--- src/sv/ptp_pkg.sv ---
`default_nettype none
// ----------------------------------------------------------------------------
// ptp_pkg
// Shared widths, codes and types for the peak-to-peak level meter.
// ----------------------------------------------------------------------------
package ptp_pkg;

  localparam int SAMPLE_W = 10;
  localparam int TICK_W   = 16;
  localparam int MIN_W    = SAMPLE_W + 1;
  localparam int CFG_W    = 16;
  localparam int REG_IDX_W = 2;

  localparam logic [MIN_W-1:0] NO_SAMPLE = MIN_W'(1024);

  // floor(m * 14 / 10) == (m * 91756) >> 16 for m < 1024
  localparam int GAIN_SHIFT = 16;
  localparam int GAIN_W     = 17;
  localparam logic [GAIN_W-1:0] GAIN_RECIP = GAIN_W'(91756);
  localparam int SCALE_SHIFT = 10;
  localparam int BAR_RAW_W   = SAMPLE_W + 1;

  localparam int QUEUE_DEPTH = 2;
  localparam int QPTR_W      = $clog2(QUEUE_DEPTH);
  localparam int QCNT_W      = $clog2(QUEUE_DEPTH + 1);

  localparam logic CMD_SAMPLE = 1'b0;
  localparam logic CMD_TICK   = 1'b1;

  localparam logic [REG_IDX_W-1:0] REG_WINDOW_TICKS = 2'd0;
  localparam logic [REG_IDX_W-1:0] REG_SCALE_COUNT  = 2'd1;
  localparam logic [REG_IDX_W-1:0] REG_STRIP_LENGTH = 2'd2;

  typedef struct packed {
    logic                push;
    logic [SAMPLE_W-1:0] data;
  } q_wr_t;

  typedef struct packed {
    logic valid;
    logic full;
  } q_stat_t;

  typedef enum logic [3:0] {
    B_IDLE  = 4'b0001,
    B_SCALE = 4'b0010,
    B_GAIN  = 4'b0100,
    B_OUT   = 4'b1000
  } back_state_t;

endpackage
`default_nettype wire

--- src/sv/ptp_front.sv ---
`default_nettype none
// ----------------------------------------------------------------------------
// ptp_front
// Accepts words, tracks window max/min and tick count, queues the amplitude.
// ----------------------------------------------------------------------------
module ptp_front import ptp_pkg::*; (
  input  wire logic                clk,
  input  wire logic                rst,
  input  wire logic                in_valid,
  output logic                     in_ready,
  input  wire logic                cmd,
  input  wire logic [SAMPLE_W-1:0] sample_value,
  input  wire logic [TICK_W-1:0]   window_ticks,
  input  wire q_stat_t             q_stat,
  output q_wr_t                    q_wr
);

  logic [SAMPLE_W-1:0] window_max;
  logic [MIN_W-1:0]    window_min;
  logic [TICK_W-1:0]   elapsed_ticks;
  logic [TICK_W-1:0]   elapsed_next;
  logic                accept;
  logic                window_end;
  logic [SAMPLE_W-1:0] amp;

  assign in_ready     = !q_stat.full;
  assign accept       = in_valid && in_ready;
  assign elapsed_next = elapsed_ticks + TICK_W'(1);
  assign window_end   = accept && (cmd == CMD_TICK) && (elapsed_next >= window_ticks);

  always_comb begin
    if (window_min >= NO_SAMPLE || {1'b0, window_max} < window_min) begin
      amp = '0;
    end else begin
      amp = window_max - window_min[SAMPLE_W-1:0];
    end
  end

  assign q_wr.push = window_end;
  assign q_wr.data = amp;

  always_ff @(posedge clk) begin
    if (rst) begin
      window_max    <= '0;
      window_min    <= NO_SAMPLE;
      elapsed_ticks <= '0;
    end else if (accept) begin
      if (cmd == CMD_SAMPLE) begin
        if (sample_value > window_max) begin
          window_max <= sample_value;
        end
        if ({1'b0, sample_value} < window_min) begin
          window_min <= {1'b0, sample_value};
        end
      end else if (window_end) begin
        window_max    <= '0;
        window_min    <= NO_SAMPLE;
        elapsed_ticks <= '0;
      end else begin
        elapsed_ticks <= elapsed_next;
      end
    end
  end

endmodule
`default_nettype wire

--- src/sv/ptp_queue.sv ---
`default_nettype none
// ----------------------------------------------------------------------------
// ptp_queue
// Short FIFO of window amplitudes between front and back.
// ----------------------------------------------------------------------------
module ptp_queue import ptp_pkg::*; (
  input  wire logic                clk,
  input  wire logic                rst,
  input  wire q_wr_t               q_wr,
  input  wire logic                pop,
  output q_stat_t                  q_stat,
  output logic [SAMPLE_W-1:0]      rd_data
);

  logic [SAMPLE_W-1:0] slots [QUEUE_DEPTH];
  logic [QPTR_W-1:0]   wr_ptr;
  logic [QPTR_W-1:0]   rd_ptr;
  logic [QCNT_W-1:0]   count;
  logic                do_push;
  logic                do_pop;

  assign q_stat.valid = (count != '0);
  assign q_stat.full  = (count == QCNT_W'(QUEUE_DEPTH));
  assign do_push      = q_wr.push && !q_stat.full;
  assign do_pop       = pop && q_stat.valid;
  assign rd_data      = slots[rd_ptr];

  always_ff @(posedge clk) begin
    if (do_push) begin
      slots[wr_ptr] <= q_wr.data;
    end
  end

  always_ff @(posedge clk) begin
    if (rst) begin
      wr_ptr <= '0;
      rd_ptr <= '0;
      count  <= '0;
    end else begin
      if (do_push) begin
        wr_ptr <= (wr_ptr == QPTR_W'(QUEUE_DEPTH - 1)) ? '0 : wr_ptr + QPTR_W'(1);
      end
      if (do_pop) begin
        rd_ptr <= (rd_ptr == QPTR_W'(QUEUE_DEPTH - 1)) ? '0 : rd_ptr + QPTR_W'(1);
      end
      case ({do_push, do_pop})
        2'b10:   count <= count + QCNT_W'(1);
        2'b01:   count <= count - QCNT_W'(1);
        default: count <= count;
      endcase
    end
  end

endmodule
`default_nettype wire

--- src/sv/ptp_back.sv ---
`default_nettype none
// ----------------------------------------------------------------------------
// ptp_back
// Maps a queued amplitude to a bar length and holds the result word.
// ----------------------------------------------------------------------------
module ptp_back import ptp_pkg::*; (
  input  wire logic                clk,
  input  wire logic                rst,
  input  wire q_stat_t             q_stat,
  input  wire logic [SAMPLE_W-1:0] rd_data,
  output logic                     pop,
  input  wire logic [SAMPLE_W-1:0] scale_count,
  input  wire logic [SAMPLE_W-1:0] strip_length,
  output logic                     out_valid,
  input  wire logic                out_ready,
  output logic [SAMPLE_W-1:0]      amplitude,
  output logic [SAMPLE_W-1:0]      bar_length
);

  back_state_t state;
  back_state_t state_next;

  logic [SAMPLE_W-1:0]          amp_r;
  logic [SAMPLE_W-1:0]          mapped;
  logic [BAR_RAW_W-1:0]         bar_raw;
  logic [2*SAMPLE_W-1:0]        scale_prod;
  logic [SAMPLE_W+GAIN_W-1:0]   gain_prod;

  assign scale_prod = amp_r * scale_count;
  assign gain_prod  = mapped * GAIN_RECIP;
  assign pop        = (state == B_IDLE) && q_stat.valid;
  assign out_valid  = (state == B_OUT);
  assign amplitude  = amp_r;

  always_comb begin
    if (bar_raw > {1'b0, strip_length}) begin
      bar_length = strip_length;
    end else begin
      bar_length = bar_raw[SAMPLE_W-1:0];
    end
  end

  always_comb begin
    case (state)
      B_IDLE:  state_next = q_stat.valid ? B_SCALE : B_IDLE;
      B_SCALE: state_next = B_GAIN;
      B_GAIN:  state_next = B_OUT;
      B_OUT:   state_next = out_ready ? B_IDLE : B_OUT;
      default: state_next = B_IDLE;
    endcase
  end

  always_ff @(posedge clk) begin
    if (rst) begin
      state <= B_IDLE;
    end else begin
      state <= state_next;
    end
  end

  always_ff @(posedge clk) begin
    if (pop) begin
      amp_r <= rd_data;
    end
    if (state == B_SCALE) begin
      mapped <= scale_prod[2*SAMPLE_W-1:SCALE_SHIFT];
    end
    if (state == B_GAIN) begin
      bar_raw <= gain_prod[GAIN_SHIFT+BAR_RAW_W-1:GAIN_SHIFT];
    end
  end

endmodule
`default_nettype wire

--- src/sv/peak_to_peak_level_meter.sv ---
`default_nettype none
// Flow: the window-ending tick word pushes the amplitude into the queue; the back end pops
// it, registers the scaled value, then the bar length, and then holds the result word valid.
// Throughput: one input word per cycle while the queue is not full; the back end takes a new
// amplitude only after its result word is taken. A 2-entry queue decouples the sides.
// Reset (rst, synchronous): registers to 50/32/32, trackers cleared, queue empty.
// ----------------------------------------------------------------------------
// peak_to_peak_level_meter
// Window peak-to-peak amplitude and LED bar length from a sample/tick stream.
// ----------------------------------------------------------------------------
module peak_to_peak_level_meter import ptp_pkg::*; (
  input  wire logic                 clk,
  input  wire logic                 rst,
  input  wire logic                 cfg_we,
  input  wire logic [REG_IDX_W-1:0] cfg_index,
  input  wire logic [CFG_W-1:0]     cfg_data,
  input  wire logic                 in_valid,
  output logic                      in_ready,
  input  wire logic                 cmd,
  input  wire logic [SAMPLE_W-1:0]  sample_value,
  output logic                      out_valid,
  input  wire logic                 out_ready,
  output logic [SAMPLE_W-1:0]       amplitude,
  output logic [SAMPLE_W-1:0]       bar_length
);

  logic [TICK_W-1:0]   window_ticks;
  logic [SAMPLE_W-1:0] scale_count;
  logic [SAMPLE_W-1:0] strip_length;

  q_wr_t               q_wr;
  q_stat_t             q_stat;
  logic                q_pop;
  logic [SAMPLE_W-1:0] q_data;

  always_ff @(posedge clk) begin
    if (rst) begin
      window_ticks <= TICK_W'(50);
      scale_count  <= SAMPLE_W'(32);
      strip_length <= SAMPLE_W'(32);
    end else if (cfg_we) begin
      case (cfg_index)
        REG_WINDOW_TICKS: window_ticks <= cfg_data;
        REG_SCALE_COUNT:  scale_count  <= cfg_data[SAMPLE_W-1:0];
        REG_STRIP_LENGTH: strip_length <= cfg_data[SAMPLE_W-1:0];
        default: ;
      endcase
    end
  end

  ptp_front u_front (
    .clk          (clk),
    .rst          (rst),
    .in_valid     (in_valid),
    .in_ready     (in_ready),
    .cmd          (cmd),
    .sample_value (sample_value),
    .window_ticks (window_ticks),
    .q_stat       (q_stat),
    .q_wr         (q_wr)
  );

  ptp_queue u_queue (
    .clk     (clk),
    .rst     (rst),
    .q_wr    (q_wr),
    .pop     (q_pop),
    .q_stat  (q_stat),
    .rd_data (q_data)
  );

  ptp_back u_back (
    .clk          (clk),
    .rst          (rst),
    .q_stat       (q_stat),
    .rd_data      (q_data),
    .pop          (q_pop),
    .scale_count  (scale_count),
    .strip_length (strip_length),
    .out_valid    (out_valid),
    .out_ready    (out_ready),
    .amplitude    (amplitude),
    .bar_length   (bar_length)
  );

`ifndef ASSERT_OFF
  a_no_push_full: assert property (@(posedge clk) disable iff (rst)
    !(q_wr.push && q_stat.full))
    else $error("window result pushed into full queue");

  a_pop_valid: assert property (@(posedge clk) disable iff (rst)
    q_pop |-> q_stat.valid)
    else $error("queue popped while empty");

  a_out_hold: assert property (@(posedge clk) disable iff (rst)
    (out_valid && !out_ready) |=> (out_valid && $stable(amplitude) && $stable(bar_length)))
    else $error("stalled result word changed");

  a_bar_sat: assert property (@(posedge clk) disable iff (rst)
    out_valid |-> (bar_length <= strip_length))
    else $error("bar length above strip length");
`endif

endmodule
`default_nettype wire

--- config.mk ---
export PLATFORM = sky130hd
export DESIGN_NAME = peak_to_peak_level_meter
export DESIGN_NICKNAME = d
export VERILOG_FILES = /design/src/sv/ptp_pkg.sv /design/src/sv/ptp_front.sv /design/src/sv/ptp_queue.sv /design/src/sv/ptp_back.sv /design/src/sv/peak_to_peak_level_meter.sv
export SDC_FILE = /design/constraint.sdc
export NUM_CORES = 1
export LEC_CHECK = 0
export ABC_AREA = 1
export BUFFER_PORTS_ARGS = -buffer_cell sky130_fd_sc_hd__buf_2
export CAP_MARGIN = 20
export CORE_ASPECT_RATIO = 1.75
export CORE_UTILIZATION = 35
export CTS_CLUSTER_SIZE = 12
export DETAILED_ROUTE_END_ITERATION = 7
export PLACE_DENSITY = 0.58
export SLEW_MARGIN = 25
export SYNTH_ARGS = -nofsm -noshare
export SYNTH_HDL_FRONTEND = slang
export SYNTH_SLANG_ARGS = --single-unit
--- constraint.sdc ---
create_clock -name clk -period 5.8 [get_ports clk]
set_input_delay 0 -clock clk [delete_from_list [all_inputs] [get_ports clk]]
set_output_delay 0 -clock clk [all_outputs]
set_load 0.01 [all_outputs]
==> summary.txt, run 1 <==
Status = completed
Fin nets = 2004
Die Height = 256 um
Seq cells post-synth = 132
Number of antenna violations at the first check in global routing = 0
Worst R2R Path Depth = 19
Synthesized netlist cell count = 1617
Routability cong. = 0.921
Worst Hold Path EP = window_ticks[1]
Root Buffer = clkbuf_16
CP Max Fanout = 11
R2R Path End = u_back.mapped[9]
Post-synthesis cell area = 12900 um^2
Fin cells = 2165
CP endpoint kind = flip-flop
Seq/Total Area, Yosys = 24.5%
Die area = 37600 um^2
RSZ-0062 raised after global routing = no
Total vias in the final route = 10334
H-tree levels = 4
Reg clk slew, reported paths = 0.06 ns
Clock Sinks = 132
Slew HR = 41.9%
Worst Max-Slew Pin Slew = 0.868 ns
Routed WL per cell = 14.0 um
Pwr dens = 188 nW/um^2
Hold Startpoint = cfg_we
Async SR Flop Fraction = 0%
Worst Path Class, Setup = reg2reg
Hold depth = 4
TritonCTS Buffers = 17
Number of vias per cell = 4.77
Worst-Skew Late Latency = 0.44 ns
Setup Skew = 0.0121 ns
Vias in the first global route = 10874
Req. time, crit path = 5.98 ns
Crit-path cells = nand2_1, fa_1, inv_1, fa_1, inv_1, fa_1, inv_1, fa_1, inv_1, fa_1, inv_1, ha_1, nand2_1, nor2_1, nand2_1, o211ai_1, nand3b_1, nand2_1, xor2_1
Top Ports = 56
Final worst-path cycle share = 88.1%
# DRC = 0
Share of cells above drive strength 1 = 6.90%
Fin Setup TNS = 0 ns
Synth Warn # = 0
GRT Residual Overflow = 0
Post_cts resized = 0
Max Cap Viol = 0
Net Count, Synth = 1939
Cell variety after synth = 49
Initial Util = 35.7%
Die X = 147 um
GRT Overall Usage = 17.0%
Core area = 36100 um^2
# port buffers = 55
Highest-delay cell along the critical path = edfxtp_1
Diode count = 0
Clock Tree Buf Depth = 2
RR Startpoint = u_back.amplitude[5]
Post-CTS Setup Bufs = 0
LEAKAGE = 7.74 nW
Area Growth Syn to Fin = 12.7%
Drt first pass iters = 5
Largest net degree at the start of global routing = 41
Mean Syn Cell Area = 7.97 um^2
Worst endpoint data arrival time = 5.29 ns
WL final = 30.3 mm
Max-slew violation count = 0
Hold WC Path Type = in2reg
Number of hold violations in the final report = 0
Routed Antenna Nets = 0
Global-route wire length before repair = 50.7 mm
Num rows = 92
Primary FF master, synth = dfxtp_1
EDFF count, synth = 51
VDD IR max = 0.000254 V
Iteration-0 DRC Markers = 387
Crit-path max cell delay = 0.57 ns
Min Tclk post-route = 5.11 ns
R2r setup slk = 0.69 ns
Crit path from = u_back.amplitude[5]
Fmax = 196 MHz
Final setup fails = 0
Post-DP HPWL = 25.5 mm
Cells after DPL = 2100
Setup crit start kind = flip-flop
Worst Hold Slack = 0.0273 ns
CTS tree = yes
==> logic make-up after synthesis <==
kind of cell | count (synthesis) | synth area share (%)
and+or+nand+nor | 543 | 17.7
buffers and inverters | 386 | 11.5
adders and majority gates | 288 | 33.8
AOI/OAI and AO/OA | 231 | 9.87
DFF | 132 | 24.5
xor gates and xnor gates | 37 | 2.63
==> through the flow <==
stage / utilization, % / instance area, um^2 / setup WS [ns] / total power (W)
final: 40.2 / 14500 / 0.689 / 0.00273
after global routing: 40.2 / 14500 / 0.451 / 0.00288
after CTS: 40.2 / 14500 / 0.696 / 0.00277
after detailed placement: 37.5 / 13600 / 0.718 / 0.00158
after global placement: 37.5 / 13600 / 0.797 / 0.00156
after floorplan: - / 12900 / 0.998 / 0.00143
==> layout make-up <==
class	count	area (um^2)
inverter	343	1290
timing repair buffer	89	613
multi-input combinational	1099	8260
tap	470	588
clock buffer	17	425
sequential	132	3150
clock inverter	15	201
fill	3704	21600
==> worst max-delay path, delay by kind of cell (launching register included) <==
family	cells	cell delay (ns)
AOI/OAI and AO/OA	1	0.41
xor gates and xnor gates	1	0.07
adders and majority gates	6	2.88
buffers and inverters	5	0.26
DFF	1	0.57
and+or+nand+nor	6	0.66
==> worst max path at each step <==
stage	cells after the start	endpoint	slack (ns)
floorplan	20	u_back.mapped[9]	1.0
global placement	19	u_back.mapped[9]	0.80
detailed placement	19	u_back.mapped[9]	0.72
CTS	19	u_back.mapped[9]	0.70
global route	19	u_back.mapped[9]	0.45
finish	19	u_back.mapped[9]	0.69
==> timing repair <==
action	CTS	global route
endpoints found under the hold margin	55	0
hold buffers	33	0
endpoints found under the setup margin	0	0
==> registers in the layout, summed over array words and instances (netlist names) <==
| name | cells |
|---|---|
| u_queue.slots | 20 |
| u_front.elapsed_ticks | 16 |
| window_ticks | 16 |
| u_back.bar_raw | 11 |
| u_front.window_min | 11 |
| scale_count | 10 |
| strip_length | 10 |
| u_back.amplitude | 10 |
| u_back.mapped | 10 |
| u_front.window_max | 10 |
| u_back.state | 4 |
| u_queue.count | 2 |
| u_queue.rd_ptr | 1 |
| u_queue.wr_ptr | 1 |
==> report_power, final <==
group	switching, W	internal, W	leakage [nW]
Sequential	0.0000277	0.000994	1.16
Combinational	0.000333	0.000213	6.28
Clock	0.000440	0.000721	0.302
==> per-layer routing <==
layer	global-route usage, %	wire, um	share of wire (%)
met5	0	0	0
met4	8.56	1320	4.4
met3	3.03	841	2.8
met2	34.7	17500	58
met1	15.3	10600	35
==> synthesized netlist by cell type, types with 9 or more instances <==
library cell  count  area share [%]
clkbuf_1         32            0.93
o21ai_0          67             2.6
a21oi_1         112             4.3
edfxtp_1         51              12
inv_1           338             9.8
nor2_1           99             2.9
nand2_1         349              10
dfxtp_1          81              13
a21o_1           10            0.58
nor3_1           14            0.54
nand3_1          44             1.7
nand4_1           9            0.44
o211ai_1          9            0.52
xnor2_1           9            0.61
fa_1            101              16
ha_1            187              18
xor2_1           26             1.8
==> layout by cell type, fill, tap and decap left out, drive strengths merged <==
master	instances
nand4	10
fa	101
xor2	28
xnor2	9
or2	5
o21ai	71
inv	346
edfxtp	51
a31oi	6
o211ai	9
o21bai	8
clkinv	6
ha	187
clkinvlp	2
nand3b	1
bufinv	4
o31ai	1
a211oi	1
nor3	17
nand2	356
a21oi	112
nand3	46
nor4	2
a21boi	6
o21a	4
nor2	104
a2111oi	1
dfxtp	81
nor3b	2
dlygate4sd3	33
o31a	1
o2111ai	1
buf	56
a21o	10
clkbuf	17
(Power assumes the default switching activity.)
==> inputs of run 2 (changes only) <==
--- a/config.mk
+++ b/config.mk
@@ -8,12 +8,14 @@
 export ABC_AREA = 1
 export BUFFER_PORTS_ARGS = -buffer_cell sky130_fd_sc_hd__buf_2
 export CAP_MARGIN = 20
+export CELL_PAD_IN_SITES_DETAIL_PLACEMENT = 1
+export CELL_PAD_IN_SITES_GLOBAL_PLACEMENT = 1
 export CORE_ASPECT_RATIO = 1.75
 export CORE_UTILIZATION = 35
 export CTS_CLUSTER_SIZE = 12
 export DETAILED_ROUTE_END_ITERATION = 7
-export PLACE_DENSITY = 0.58
-export SLEW_MARGIN = 25
+export PLACE_DENSITY_LB_ADDON = 0.2
+export SLEW_MARGIN = 15
 export SYNTH_ARGS = -nofsm -noshare
 export SYNTH_HDL_FRONTEND = slang
 export SYNTH_SLANG_ARGS = --single-unit
==> run 2 against run 1 <==
  * Worst setup slack improved by 0.032 ns
  * Total power fell by 0.72%
  * Global-route usage rose by 2.8 points
  * Die area did not move
  * First-iteration DRC count fell by 44%
  * Via count rose by 2.5%
  * Worst hold slack improved by 0.0024 ns
  * Maximum frequency rose by 0.64%
  * Largest power group unchanged
==> summary.txt, run 2 (same netlist as run 1, synthesis figures left out) <==
CP endpoint kind = flip-flop
Pwr dens = 186 nW/um^2 (-0.88%)
Most common cell after layout, fill and taps aside = nand2_1
Num rows = 92 (unchanged)
Drt first pass iters = 6 (+1)
GRT Overall Usage = 19.8% (+2.8 points)
Post_cts resized = 0 (unchanged)
Number of vias per cell = 4.88 (+2.3%)
LEAKAGE = 7.76 nW (+0.24%)
TritonCTS Buffers = 17 (unchanged)
Die area = 37600 um^2 (unchanged)
Setup Skew = 0.0104 ns (-0.00174 ns)
Routed WL per cell = 16.2 um (+16%)
Top reg by flops = u_queue.slots
Top Ports = 56 (unchanged)
Clock Sinks = 132 (unchanged)
Max Cap Viol = 0 (unchanged)
CTS tree = yes
WL final = 35.2 mm (+16%)
Largest net degree at the start of global routing = 38 (-7.3%)
VDD IR max = 0.000188 V (-26%)
Routability cong. = 0.838 (-9.0%)
Share of cells above drive strength 1 = 7.29% (+0.39 points)
# port buffers = 55 (unchanged)
Req. time, crit path = 5.99 ns (about the same)
Fin nets = 2010 (+0.30%)
Hold WC Path Type = in2reg
Number of antenna violations at the first check in global routing = 0 (unchanged)
CP Max Fanout = 11 (unchanged)
Number of hold violations in the final report = 0 (unchanged)
Iteration-0 DRC Markers = 217 (-44%)
Vias in the first global route = 11690 (+7.5%)
Most frequent cells in the layout = nand2_1, inv_1, ha_1
Fmax = 197 MHz (+0.64%)
Setup crit start kind = flip-flop
Max-slew violation count = 0 (unchanged)
Final setup fails = 0 (unchanged)
Global-route wire length before repair = 57.8 mm (+14%)
Initial Util = 35.7% (unchanged)
Worst endpoint data arrival time = 5.27 ns (-0.02 ns)
GRT Residual Overflow = 0 (unchanged)
Biggest regs = u_queue.slots (20), u_front.elapsed_ticks (16), window_ticks (16)
Die X = 147 um (unchanged)
Status = completed
Root Buffer = clkbuf_16
Fin Setup TNS = 0 ns (unchanged)
Total vias in the final route = 10597 (+2.5%)
Worst Path Class, Setup = reg2reg
Post-DP HPWL = 29.7 mm (+16%)
Die Height = 256 um (unchanged)
H-tree levels = 4 (unchanged)
Min Tclk post-route = 5.08 ns (-0.0323 ns)
Worst Max-Slew Pin Slew = 0.905 ns (+0.0376 ns)
Worst-Skew Late Latency = 0.44 ns (about the same)
Final Power = 0.00271 W (-0.72%)
Clock Tree Buf Depth = 2 (unchanged)
Slew HR = 39.4% (-2.5 points)
Final worst-path cycle share = 87.6% (-0.56 points)
Core area = 36100 um^2 (unchanged)
Post-CTS Setup Bufs = 0 (unchanged)
Area Growth Syn to Fin = 12.9%
Routed Antenna Nets = 0 (unchanged)
# DRC = 0 (unchanged)
Diode count = 0 (unchanged)
Largest register FFs = 20 (unchanged)
Reg clk slew, reported paths = 0.06 ns (about the same)
RSZ-0062 raised after global routing = no
-- run 2: cell types whose count changed in the layout (fill, tap and decap cells not counted) --
cell	delta
bufinv_16	-1
clkinvlp_4	+1
inv_6	-1
clkinv_2	+1
clkinv_4	+1
buf_4	+6
clkinv_1	-1
-- run 2: path summary, 6_finish.rpt --
check / start / to / slack (ns) / cells after the start
setup / recovery: u_back.amplitude[5] / u_back.mapped[9] / 0.72 / 19
hold / removal: cfg_we / strip_length[5] / 0.03 / 4
setup reg to reg: u_back.amplitude[5] / u_back.mapped[9] / 0.72 / 19
hold reg to reg: window_ticks[7] / window_ticks[7] / 0.46 / 2
-- run 2: area by class of cell --
class / instances / area (um^2)
Inverter: 343 / 1290
Tap cell: 470 / 588
Multi-Input combinational cell: 1099 / 8260
Sequential cell: 132 / 3150
Clock buffer: 17 / 425
Fill cell: 4469 / 21600
Clock inverter: 15 / 180
Timing Repair Buffer: 95 / 658
-- run 2: power breakdown --
group	switching [W]	total (W)	internal (W)
Clock	0.000445	0.00112	0.000678
Combinational	0.000350	0.000567	0.000217
Sequential	0.0000251	0.00102	0.000994
-- run 2: repair_timing --
action                     in CTS  in global routing
setup endpoints to repair       0                  0
hold buffers                   33                  0
hold endpoints to repair       55                  0
-- run 2: routing by layer --
metal  up-vias  GRT usage (%)  wire [um]
li1       5231              -          -
met1      5172           17.4      11700
met2       119           41.6      21200
met3        75           2.46        547
met4         0           10.3       1680
met5         -              0          0
-- run 2: per-stage QoR --
stage / instance area (um^2) / setup slack (ns) / hold WS, ns / util [%] / cells
CTS: 14600 / 0.695 / 0.0146 / 40.3 / 2171
global route: 14600 / 0.485 / 0.0572 / 40.3 / 2171
floorplan: 12900 / 0.998 / 0.0691 / - / 1617
finish: 14600 / 0.722 / 0.0297 / 40.3 / 2171
detailed placement: 13600 / 0.698 / 0.294 / 37.7 / 2106
global placement: 13600 / 0.820 / 0.292 / 37.7 / 2106
-- run 2: worst max-delay path, stage by stage (launching register included) --
cell and delay, ns:
edfxtp_1 0.57, nand2_1 0.15, fa_1 0.55, inv_1 0.06, fa_1 0.50, inv_1 0.05, fa_1 0.48, inv_1 0.06
fa_1 0.52, inv_1 0.05, fa_1 0.52, inv_1 0.04, ha_1 0.31, nand2_1 0.07, nor2_1 0.14, nand2_1 0.07
o211ai_1 0.38, nand3b_1 0.13, nand2_1 0.10, xor2_1 0.06
==> inputs of run 3 (changes only) <==
--- a/config.mk
+++ b/config.mk
@@ -10,10 +10,12 @@
 export CAP_MARGIN = 20
 export CELL_PAD_IN_SITES_DETAIL_PLACEMENT = 1
 export CELL_PAD_IN_SITES_GLOBAL_PLACEMENT = 1
-export CORE_ASPECT_RATIO = 1.75
+export CORE_ASPECT_RATIO = 0.6
 export CORE_UTILIZATION = 35
 export CTS_CLUSTER_SIZE = 12
 export DETAILED_ROUTE_END_ITERATION = 7
+export GPL_TIMING_DRIVEN = 0
+export HOLD_SLACK_MARGIN = 0.02
 export PLACE_DENSITY_LB_ADDON = 0.2
 export SLEW_MARGIN = 15
 export SYNTH_ARGS = -nofsm -noshare
==> run 3 against run 2 <==
  * Critical path depth stayed put
  * Largest power group unchanged
  * Worst hold slack better by 0.083 ns
  * Global-route usage is 0.71 points higher
  * Final cell count is 1.5% higher
  * Core utilization is 0.23 points higher
  * Die area hardly changed
  * Maximum frequency is 9.4% lower
  * Highest routed layer unchanged
  * Cell area is 0.95% higher
==> summary.txt, run 3 (same netlist as run 1, synthesis figures left out) <==
Status = completed
Highest-delay cell along the critical path = edfxtp_1
Number of vias per cell = 4.87 (-0.30%)
Reg power frac = 37.3% (-0.3 points)
Top reg by flops = u_queue.slots
Combinational Power Share = 21.4% (+0.5 points)
Reg clk slew, reported paths = 0.06 ns (about the same)
CP bufs+invs = 5 (unchanged)
H-tree levels = 4 (unchanged)
Biggest regs = u_queue.slots (20), u_front.elapsed_ticks (16), window_ticks (16)
Root Buffer = clkbuf_16
Max Cap Viol = 0 (unchanged)
CP Max Fanout = 11 (unchanged)
CP endpoint kind = flip-flop
Largest net degree at the start of global routing = 17 (-55%)
GRT Overall Usage = 20.5% (+0.71 points)
Final instance area = 14700 um^2 (+0.95%)
Fmax = 178 MHz (-9.4%)
Iteration-0 DRC Markers = 482 (+120%)
Worst-Skew Late Latency = 0.45 ns (about the same)
Cells after DPL = 2148 (+2.0%)
Fin Setup TNS = 0 ns (unchanged)
Routability cong. = 0.839 (+0.12%)
RSZ-0062 raised after global routing = no
Clock group share of total power = 41.3% (-0.2 points)
Area Growth Syn to Fin = 14.0%
Clock Sinks = 132 (unchanged)
Post-DP HPWL = 30.6 mm (+3.1%)
Routed Antenna Nets = 0 (unchanged)
Clock Tree Buf Depth = 2 (unchanged)
Max-slew violation count = 0 (unchanged)
Final Power = 0.00273 W (+0.93%)
Number of hold violations in the final report = 0 (unchanged)
Register area = 3160 um^2 (about the same)
Die Height = 151 um (-41%)
Final worst-path cycle share = 96.6% (+9.1 points)
Largest register FFs = 20 (unchanged)
Fillers = 4393 (-1.7%)
Share of cells above drive strength 1 = 7.58% (+0.29 points)
Pwr dens = 186 nW/um^2 (about the same)
CTS tree = yes
Worst endpoint data arrival time = 5.83 ns (+0.56 ns)
Top Ports = 56 (unchanged)
TritonCTS Buffers = 17 (unchanged)
CP delay by family, top = adder cells
Core area = 36300 um^2 (+0.38%)
Req. time, crit path = 6.02 ns (+0.03 ns)
Switch share = 31.0% (+0.77 points)
Initial Util = 35.5% (-0.14 points)
Num rows = 54 (-41%)
Sw power = 0.000849 W (+3.5%)
Total vias in the final route = 10726 (+1.2%)
Setup crit start kind = flip-flop
Die X = 250 um (+70%)
Most frequent cells in the layout = nand2_1, inv_1, ha_1
Most common cell after layout, fill and taps aside = nand2_1
Setup Skew = 0.0124 ns (+0.00198 ns)
WL final = 36.8 mm (+4.7%)
Vias in the first global route = 11261 (-3.7%)
Fin cells = 2204 (+1.5%)
Final setup fails = 0 (unchanged)
Placed standard-cell area = 13800 um^2 (+1.1%)
Die area = 37600 um^2 (about the same)
Crit-path cells = nand2_1, fa_1, inv_1, fa_1, inv_1, fa_1, inv_1, fa_1, inv_1, fa_1, inv_1, ha_1, nand2_1, nor2_1, nand2_1, o211ai_1, nand3b_1, nand2_1, xor2_1
Number of antenna violations at the first check in global routing = 0 (unchanged)
Global-route wire length before repair = 59.6 mm (+3.3%)
Area of the multi-input gates = 8260 um^2 (unchanged)
Min Tclk post-route = 5.60 ns (+0.525 ns)
GRT Residual Overflow = 0 (unchanged)
# DRC = 0 (unchanged)
Diode count = 0 (unchanged)
LEAKAGE = 7.83 nW (+0.99%)
Fin nets = 2037 (+1.3%)
Drt first pass iters = 4 (-2)
Hold WC Path Type = in2reg
Worst Max-Slew Pin Slew = 0.996 ns (+0.0904 ns)
Worst Hold Slack = 0.113 ns (+0.0835 ns)
# port buffers = 55 (unchanged)
VDD IR max = 0.000229 V (+22%)
Internal Power = 0.00189 W (-0.19%)
Slew HR = 33.4% (-6.0 points)
Crit-path max cell delay = 0.71 ns (+0.14 ns)
Routed WL per cell = 16.7 um (+3.1%)
Worst Path Class, Setup = reg2reg
run 3: cell type report:
type	count	area share, %
Timing Repair Buffer	92	4.34
Tap cell	476	4.05
Clock inverter	10	0.741
Inverter	343	8.78
Multi-Input combinational cell	1099	56.2
Sequential cell	132	21.5
Buffer	30	0.954
Clock buffer	22	3.44
run 3: power by group through the flow:
| stage | registers, W | clock network, W | logic, W |
|---|---|---|---|
| finish | 0.00102 | 0.00113 | 0.000585 |
| global route | 0.00102 | 0.00119 | 0.000672 |
| CTS | 0.00101 | 0.00115 | 0.000604 |
| detailed placement | 0.00103 | 0 | 0.000578 |
| global placement | 0.00103 | 0 | 0.000560 |
| floorplan | 0.00102 | 0 | 0.000409 |
run 3: stage by stage:
step                setup WS, ns  util (%)
CTS                       0.0808      40.6
global route              0.0175      40.5
finish                     0.197      40.5
global placement           0.222      37.9
detailed placement         0.127      37.9
floorplan                  0.998         -
run 3: metal layers:
| metal | part of all wire (%) | up-vias | GRT usage, % |
|---|---|---|---|
| met4 | 0.82 | 0 | 4.17 |
| met2 | 39 | 181 | 29.5 |
| met3 | 4.2 | 19 | 2.90 |
| met1 | 56 | 5244 | 31.9 |
| met5 | 0 | - | 0 |
| li1 | - | 5282 | - |
run 3: worst min-delay path: stages:
cell and delay (ns):
buf_2 0.10, inv_1 0.07, nor3_1 0.07, o21ai_0 0.19, nor2_1 0.07
run 3: worst paths after layout:
path | depth (start not counted) | end | slack [ns] | start
max | 19 | u_back.mapped[9] | 0.20 | u_back.amplitude[6]
min | 5 | strip_length[0] | 0.11 | cfg_we
max reg2reg | 19 | u_back.mapped[9] | 0.20 | u_back.amplitude[6]
min reg2reg | 2 | window_ticks[9] | 0.46 | window_ticks[9]
run 3: repair_timing:
action / 4_1_cts / 5_1_grt
setup buffers: 0 / 2
hold endpoints to repair: 59 / 0
resized for setup: 0 / 2
setup endpoints to repair: 0 / 1
hold buffers: 34 / 0
